==> src/hdl/surb_pkg.sv <==
// Package with the shared types and constants of the serial-to-USB ring bridge.
`default_nettype none

package surb_pkg;

  localparam int unsigned CfgWidth  = 7;
  localparam int unsigned ByteWidth = 8;
  localparam int unsigned FillWidth = 6;

  localparam logic [CfgWidth-1:0] EarlySendFreeReset = 7'd8;

  typedef enum logic [1:0] {
    S_IDLE,
    S_EVAL,
    S_STAT,
    S_SEND
  } surb_state_t;

endpackage

`default_nettype wire

==> src/hdl/serial_to_usb_ring_bridge_top.sv <==
// Serial-to-USB byte ring bridge: a byte ring that drops its oldest byte when full.
//
// The input channel carries one word per event: a received serial byte or a flush
// timer tick, together with the current USB accept flag. The output channel gives
// one word per sent byte, the final one marked by last, or one status word when
// nothing is sent. Every word carries the drop, refusal, timer and fill status.
// The single register early_send_free is written through cfg_wr_en and cfg_wr_data;
// the user must write it only while the block is idle; the block itself does not enforce this.
// An accepted word is evaluated in the next cycle; the ring sits in a RAM with a
// registered read port. A status-only word is offered once the evaluation has
// chosen the status state. A burst of n bytes reads the RAM one entry per cycle
// while the output does not stall, so its words appear at one per cycle, and the
// next input is taken only after the burst, or the status word, has been loaded.
// A stall on the output holds the output word and pauses the RAM reads; the
// input is stalled until the current word's last result has been loaded.
// Reset clears both indexes, stops the flush timer and restores the register to
// its default. The ring contents are not cleared.
`default_nettype none

module serial_to_usb_ring_bridge_top #(
  parameter int unsigned RING_DEPTH = 64
) (
  input  wire logic                              clk,
  input  wire logic                              rst,
  input  wire logic                              cfg_wr_en,
  input  wire logic [surb_pkg::CfgWidth-1:0]     cfg_wr_data,
  input  wire logic                              in_valid,
  output logic                                   in_stall,
  input  wire logic                              action,
  input  wire logic [surb_pkg::ByteWidth-1:0]    rx_byte,
  input  wire logic                              usb_accept,
  output logic                                   out_valid,
  input  wire logic                              out_stall,
  output logic                                   byte_valid,
  output logic      [surb_pkg::ByteWidth-1:0]    tx_byte,
  output logic                                   last,
  output logic                                   dropped,
  output logic                                   send_refused,
  output logic                                   timer_running,
  output logic      [surb_pkg::FillWidth-1:0]    fill_level
);

  import surb_pkg::*;

  localparam int unsigned IW = $clog2(RING_DEPTH);
  localparam int unsigned CW = IW + 1;
  localparam int unsigned MW = (CW > CfgWidth) ? CW : CfgWidth;
  localparam int unsigned HW = (IW > FillWidth) ? IW : FillWidth;

  function automatic logic [IW-1:0] idx_inc(input logic [IW-1:0] idx);
    logic [IW-1:0] r;
    if (idx == IW'(RING_DEPTH - 1)) begin
      r = '0;
    end else begin
      r = idx + 1'b1;
    end
    return r;
  endfunction

  function automatic logic [CW-1:0] free_cnt(input logic [IW-1:0] rd,
                                             input logic [IW-1:0] wr);
    logic [CW-1:0] r;
    if (rd > wr) begin
      r = CW'(rd) - CW'(wr);
    end else begin
      r = CW'(rd) + CW'(RING_DEPTH) - CW'(wr);
    end
    return r;
  endfunction

  function automatic logic [IW-1:0] held_cnt(input logic [IW-1:0] wr,
                                             input logic [IW-1:0] rd);
    logic [CW-1:0] r;
    if (wr >= rd) begin
      r = CW'(wr) - CW'(rd);
    end else begin
      r = CW'(wr) + CW'(RING_DEPTH) - CW'(rd);
    end
    return r[IW-1:0];
  endfunction

  surb_state_t state, state_next;

  logic [CfgWidth-1:0]  early_send_free;
  logic [IW-1:0]        wr_idx;
  logic [IW-1:0]        rd_idx;
  logic                 timer_on;

  logic                 a_action;
  logic [ByteWidth-1:0] a_byte;
  logic                 a_accept;

  logic                 st_dropped;
  logic                 st_refused;
  logic [FillWidth-1:0] st_fill;

  logic [IW-1:0]        rd_addr;
  logic [IW-1:0]        rd_left;
  logic [IW-1:0]        out_left;
  logic                 rd_pend;

  logic [ByteWidth-1:0] ram_rdata;

  logic                 in_take;
  logic                 out_free;
  logic                 ram_we;
  logic                 rd_issue;
  logic                 load_byte;
  logic                 load_stat;

  logic [IW-1:0]        w_cur;
  logic [CW-1:0]        free_now;
  logic                 attempt;
  logic                 empty;
  logic                 fwd;
  logic [IW-1:0]        len;
  logic                 do_send;
  logic                 refused;
  logic [IW-1:0]        rd_after;
  logic                 do_drop;
  logic [IW-1:0]        rd_new;
  logic                 timer_next;
  logic [HW-1:0]        fill_ext;

  always_comb begin
    w_cur    = a_action ? wr_idx : idx_inc(wr_idx);
    free_now = free_cnt(rd_idx, w_cur);
    attempt  = a_action ? timer_on : (MW'(free_now) < MW'(early_send_free));
    empty    = (w_cur == rd_idx);
    fwd      = (w_cur > rd_idx);
    len      = fwd ? (w_cur - rd_idx) : IW'(CW'(RING_DEPTH) - CW'(rd_idx));
    do_send  = attempt && !empty && a_accept;
    refused  = attempt && !empty && !a_accept;
    if (do_send) begin
      rd_after = fwd ? w_cur : '0;
    end else begin
      rd_after = rd_idx;
    end
    do_drop  = !a_action && refused && (free_now <= CW'(1));
    rd_new   = do_drop ? idx_inc(rd_idx) : rd_after;
    if (a_action) begin
      timer_next = timer_on && !(attempt && !refused && (w_cur == rd_after));
    end else begin
      timer_next = 1'b1;
    end
    fill_ext = HW'(held_cnt(w_cur, rd_new));
  end

  always_comb begin
    state_next = state;
    case (state)
      S_IDLE: begin
        if (in_valid) begin
          state_next = S_EVAL;
        end
      end
      S_EVAL: begin
        state_next = do_send ? S_SEND : S_STAT;
      end
      S_STAT: begin
        if (out_free) begin
          state_next = S_IDLE;
        end
      end
      S_SEND: begin
        if (load_byte && (out_left == IW'(1))) begin
          state_next = S_IDLE;
        end
      end
      default: begin
        state_next = S_IDLE;
      end
    endcase
  end

  always_comb begin
    out_free  = !out_valid || !out_stall;
    in_stall  = (state != S_IDLE);
    in_take   = in_valid && !in_stall;
    ram_we    = (state == S_EVAL) && !a_action;
    load_stat = (state == S_STAT) && out_free;
    load_byte = (state == S_SEND) && rd_pend && out_free;
    rd_issue  = (state == S_SEND) && (rd_left != '0) && (!rd_pend || load_byte);
  end

  always_ff @(posedge clk) begin
    if (rst) begin
      state <= S_IDLE;
    end else begin
      state <= state_next;
    end
  end

  always_ff @(posedge clk) begin
    if (rst) begin
      early_send_free <= EarlySendFreeReset;
    end else if (cfg_wr_en) begin
      early_send_free <= cfg_wr_data;
    end
  end

  always_ff @(posedge clk) begin
    if (in_take) begin
      a_action <= action;
      a_byte   <= rx_byte;
      a_accept <= usb_accept;
    end
  end

  always_ff @(posedge clk) begin
    if (rst) begin
      wr_idx   <= '0;
      rd_idx   <= '0;
      timer_on <= 1'b0;
      rd_left  <= '0;
      out_left <= '0;
      rd_pend  <= 1'b0;
    end else begin
      if (state == S_EVAL) begin
        wr_idx   <= w_cur;
        rd_idx   <= rd_new;
        timer_on <= timer_next;
        rd_left  <= do_send ? len : '0;
        out_left <= do_send ? len : '0;
      end else begin
        if (rd_issue) begin
          rd_left <= rd_left - 1'b1;
        end
        if (load_byte) begin
          out_left <= out_left - 1'b1;
        end
      end
      if (rd_issue) begin
        rd_pend <= 1'b1;
      end else if (load_byte) begin
        rd_pend <= 1'b0;
      end
    end
  end

  always_ff @(posedge clk) begin
    if (state == S_EVAL) begin
      rd_addr    <= rd_idx;
      st_dropped <= do_drop;
      st_refused <= refused;
      st_fill    <= fill_ext[FillWidth-1:0];
    end else if (rd_issue) begin
      rd_addr <= rd_addr + 1'b1;
    end
  end

  surb_ram #(
    .WIDTH (ByteWidth),
    .DEPTH (RING_DEPTH)
  ) u_ring (
    .clk   (clk),
    .we    (ram_we),
    .waddr (wr_idx),
    .wdata (a_byte),
    .re    (rd_issue),
    .raddr (rd_addr),
    .rdata (ram_rdata)
  );

  always_ff @(posedge clk) begin
    if (rst) begin
      out_valid <= 1'b0;
    end else if (load_stat || load_byte) begin
      out_valid <= 1'b1;
    end else if (!out_stall) begin
      out_valid <= 1'b0;
    end
  end

  always_ff @(posedge clk) begin
    if (load_stat || load_byte) begin
      byte_valid    <= load_byte;
      tx_byte       <= load_byte ? ram_rdata : '0;
      last          <= load_stat || (out_left == IW'(1));
      dropped       <= st_dropped;
      send_refused  <= st_refused;
      timer_running <= timer_on;
      fill_level    <= st_fill;
    end
  end

  a_take_only_between_items : assert property (@(posedge clk) disable iff (rst)
    in_take |-> (out_left == '0) && !rd_pend)
    else $error("input word taken while a burst is still in progress");

  a_read_has_room : assert property (@(posedge clk) disable iff (rst)
    rd_issue |-> (rd_left <= out_left) && (state == S_SEND))
    else $error("RAM read issued beyond the burst length");

  a_pending_in_send : assert property (@(posedge clk) disable iff (rst)
    rd_pend |-> (state == S_SEND))
    else $error("read data pending outside a burst");

  a_burst_ends_last : assert property (@(posedge clk) disable iff (rst)
    (load_byte && (out_left == IW'(1))) |=> out_valid && last && byte_valid)
    else $error("final burst word not marked last");

endmodule

`default_nettype wire

==> src/hdl/surb_ram.sv <==
// Generic single-write, single-read RAM with a registered read port.
`default_nettype none

module surb_ram #(
  parameter int unsigned WIDTH = 8,
  parameter int unsigned DEPTH = 64
) (
  input  wire logic                     clk,
  input  wire logic                     we,
  input  wire logic [$clog2(DEPTH)-1:0] waddr,
  input  wire logic [WIDTH-1:0]         wdata,
  input  wire logic                     re,
  input  wire logic [$clog2(DEPTH)-1:0] raddr,
  output logic      [WIDTH-1:0]         rdata
);

  logic [WIDTH-1:0] mem [DEPTH];

  always_ff @(posedge clk) begin
    if (we) begin
      mem[waddr] <= wdata;
    end
    if (re) begin
      rdata <= mem[raddr];
    end
  end

endmodule

`default_nettype wire
==> config.mk <==
export PLATFORM = sky130hd
export DESIGN_NAME = serial_to_usb_ring_bridge_top
export DESIGN_NICKNAME = d
export VERILOG_FILES = /design/src/hdl/surb_pkg.sv /design/src/hdl/serial_to_usb_ring_bridge_top.sv /design/src/hdl/surb_ram.sv
export SDC_FILE = /design/constraint.sdc
export NUM_CORES = 1
export LEC_CHECK = 0
export CAP_MARGIN = 20
export CORE_MARGIN = 3
export CORE_UTILIZATION = 40
export CTS_BUF_LIST = sky130_fd_sc_hd__clkbuf_8
export DETAILED_ROUTE_END_ITERATION = 6
export DONT_BUFFER_PORTS = 1
export PLACE_DENSITY = 0.6
export REMOVE_ABC_BUFFERS = 1
export SLEW_MARGIN = 20
export SYNTH_ARGS = -nofsm -noshare
export SYNTH_HDL_FRONTEND = slang
export SYNTH_SLANG_ARGS = --single-unit
==> constraint.sdc <==
create_clock -name clk -period 8.1 [get_ports clk]
set_input_delay 0.405 -clock clk [delete_from_list [all_inputs] [get_ports clk]]
set_output_delay 0.405 -clock clk [all_outputs]
set_load 0.05 [all_outputs]
==> impl_metrics.csv <==
group,metric,value,unit
critical_path,setup.worst_path.class,"flip-flop to flip-flop",
power_and_ir_drop,static-leakage-power,0.008860,uW
critical_path,critical_path.reg2reg.endpoint,"st_fill[5]",
placed_design,gp_congestion,0.8221,
floorplan,i_o_pins,43,
critical_path,worst_r2r_startpoint,"wr_idx[3]",
logic_synthesis,synthXorXnorAreaFrac,0.009550,
clock_tree,clk_latency_worst_skew_pair,0.68,ns
logic_synthesis,synthCells,1338,
run_status,outcome,"complete, no violations",
sta,tightest_slew,1.051,ns
critical_path,timing.reg2reg.worst_path_depth,28,
power_and_ir_drop,totalPowerFinal,6841,uW
grt,grt_first_pass_wirelength,83840,um
floorplan,die_x,254.8,um
drt,drtAntennaViolNets,0,
hold_path,holdCritStartpoint,"out_stall",
placed_design,place.port_buffers,0,
critical_path,worst_ep_required_time,8.53,ns
placed_design,post_dp_hpwl,33240,um
drt,initialDrtViolationCount,1079,
clock_tree,clock_tree.buffer_depth,3,
clock_tree,cts_tree,"done",
logic_synthesis,ys_seq_elements,599,
sta,timing.final.max_slew_violations,0,
logic_synthesis,synth_top_family_by_area,"multiplexers",
floorplan,die_height,254.8,um
logic_synthesis,netlist_area,24760,um2
grt,antenna_found_initial,0,
finish,antennaDiodeCount,0,
drt,wirelength,56300,um
logic_synthesis,synthSimpleGateAreaFrac,0.04406,
floorplan,floorplan.core_area,60810,um2
logic_synthesis,yosys-top-cells-area,"edfxtp_1, mux4_2, dfxtp_1",
logic_synthesis,synth_compound_gate_area_share,0.03658,
floorplan,rows,90,
logic_synthesis,yosys_warnings,0,
finish,fin_nets,1467,
hold_path,hold_end,"out_valid",
critical_path,ff2ff_setup_slack,1.12,ns
critical_path,endpoint_kind,"flip-flop",
floorplan,dieArea,64930,um2
clock_tree,cts.root.buffer_cell,"clkbuf_8",
sta,slew-limit-headroom,0.2969,
clock_tree,cts_inserted_buffers,95,
logic_synthesis,synth_largest_type_area_fraction,0.6827,
logic_synthesis,synthesized_area_fraction_occupied_by_adder_cells,0.01859,
logic_synthesis,postSynthAreaPerCell,18.51,um2
grt,grt_overflow_total,0,
sta,layout_min_cycle_time,6.978,ns
sta,clock_skew,0.03711,ns
clock_tree,number_of_levels_the_h_tree_was_split_into,3,
logic_synthesis,synthMostInstantiatedCell,"edfxtp_1",
finish,area.growth.synth_to_final,11.38,%
drt,detail_route.drc_violations,0,
critical_path,critPathSlowestCell,"dfxtp_1",
logic_synthesis,synth_top_area_cell,"edfxtp_1",
power_and_ir_drop,irDropWorstVdd,0.1101,mV
critical_path,cpPeakStageDelay,0.58,ns
clock_tree,clkTransAtPathRegs,0.06,ns
logic_synthesis,muxShareOfSynthArea,0.1598,
floorplan,initial_utilization,0.4072,
logic_synthesis,synth.distinct_cells,62,
drt,detailedRoute.firstPassIterationCount,6,
drt,wl_per_cell,24.89,um
drt,routed_vias_inst,5.634,
sta,setup_viol,0,
logic_synthesis,fraction_of_registers_with_async_set_or_reset_after_synthesis,0,
sta,achievable_freq,0.1433,GHz
power_and_ir_drop,cellPowerDensity,248.0,nW/um2
logic_synthesis,synth_flop_cell,"edfxtp_1",
logic_synthesis,synth-seq-area-share,0.7118,
clock_tree,number_of_clock_sinks,599,
hold_path,hp-class,"input pin to flip-flop",
flow_run,number_of_violations_of_the_max_capacitance_limit,0,
drt,routed-via-count,12740,
logic_synthesis,yosys-top-cells-count,"edfxtp_1, mux4_2, nor2_1",
finish,final_layout_size_suffix_gt1_frac,0.2155,
grt,grt_start_max_net_pins,131,
hold_path,min_delay_path_depth,3,
sta,report.final.hold_viol_count,0,
critical_path,worstPathArrival,7.41,ns
grt,grt_pass1_vias,12790,
clock_tree,postcts_resize_cnt,0,
critical_path,timing.critical_path.fanout_max,15,
sta,rsz_0062_raised_after_global_routing,"false",
grt,grt_util_all_layers,0.1768,
sta,setup_total_negative_slack,0,ns
logic_synthesis,number_of_enable_flip_flop_cells_after_synthesis,563,
sta,layout_worst_path_cycle_share,0.8615,
critical_path,critical_path.startpoint_type,"flip-flop",
==> through the flow <==
stage / instances / area [um2] / setup WS (ns) / utilization / hold slack [ns]
2_1_floorplan: 1264 / 24450 / 1.189 / - / 0.4003
3_3_place_gp: 2068 / 25620 / 1.472 / 0.4214 / 0.4090
3_5_place_dp: 2068 / 25620 / 1.212 / 0.4214 / 0.4061
4_1_cts: 2262 / 27580 / 1.181 / 0.4536 / 0.02958
5_1_grt: 2262 / 27580 / 0.6145 / 0.4536 / 0.06872
6_report: 2262 / 27580 / 1.122 / 0.4536 / 0.1099
==> cell usage in the layout, fill, tap and decap left out, types with 15 or more instances in the layout <==
cell type      count
edfxtp_1         563
mux4_2           168
nor2_1           111
clkbuf_8          98
inv_1             77
nand2_1           41
a21oi_1           39
dfxtp_1           36
ha_1              32
o21ai_0           28
dlygate4sd3_1     26
clkinv_1          24
nand3_1           21
buf_4             20
mux2i_1           15
==> state kept, by name (all words and copies together) (netlist names), 2 cells and up <==
register	cells
u_ring.mem	512
a_byte	8
tx_byte	8
u_ring.rdata	8
early_send_free	7
fill_level	6
out_left	6
rd_addr	6
rd_idx	6
rd_left	6
st_fill	6
wr_idx	6
state	2
==> metal layers <==
| metal | GRT usage | vias up | share of wire |
|---|---|---|---|
| met5 | 0 | - | 0 |
| met4 | 0.04659 | 0 | 0.020 |
| met3 | 0.03628 | 85 | 0.058 |
| met2 | 0.2896 | 425 | 0.49 |
| met1 | 0.2439 | 6689 | 0.43 |
| li1 | - | 5544 | - |
==> worst max-delay path, delay by kind of cell, from the launching register on <==
| family | cells | cell delay [ns] |
|---|---|---|
| AND/OR/NAND/NOR | 7 | 1.41 |
| flip-flops | 1 | 0.58 |
| XOR/XNOR | 3 | 0.52 |
| AO/OA/AOI/OAI | 11 | 2.56 |
| adder cells (fa/ha/maj) | 3 | 0.98 |
| buffers and inverters | 3 | 0.49 |
| multiplexers | 1 | 0.19 |
==> timing repair <==
action                                 4_1_cts  5_1_grt
setup endpoints to repair                    0        0
endpoints found under the hold margin       41        0
setup buffers                                0        0
hold buffers                                27        0
==> report_power, final <==
| group | switching [uW] | leakage (uW) | internal [uW] |
|---|---|---|---|
| Combinational | 572 | 0.00253 | 426 |
| Clock | 1160 | 0.000971 | 1150 |
| Sequential | 63.5 | 0.00536 | 3470 |
==> how the worst max path moves through the flow <==
stage / cells after the start / startpoint / endpoint / slack (ns)
2_1_floorplan: 3 / rd_addr[0] / u_ring.rdata[0] / 1.19
3_3_place_gp: 28 / wr_idx[4] / st_fill[5] / 1.47
3_5_place_dp: 28 / wr_idx[3] / st_fill[5] / 1.21
4_1_cts: 28 / wr_idx[3] / st_fill[5] / 1.18
5_1_grt: 28 / wr_idx[4] / st_fill[5] / 0.61
6_report: 28 / wr_idx[3] / st_fill[5] / 1.12
==> cell families (layout without fill, tap and decap cells) <==
| family | after synthesis | in the layout |
|---|---|---|
| XOR/XNOR | 27 | 27 |
| AND/OR/NAND/NOR | 236 | 236 |
| flip-flops | 599 | 599 |
| AO/OA/AOI/OAI | 136 | 136 |
| multiplexers | 185 | 185 |
| buffers and inverters | 120 | 262 |
| adder cells (fa/ha/maj) | 35 | 35 |
==> final cells by class <==
type | instances | area, um2
sequential | 599 | 17630
fill | 5187 | 33230
multi-input combinational | 619 | 6654
tap | 782 | 978.4
timing repair buffer | 49 | 470.5
clock buffer | 98 | 1349
clock inverter | 69 | 330.3
inverter | 46 | 172.7
(Power assumes the default switching activity.)
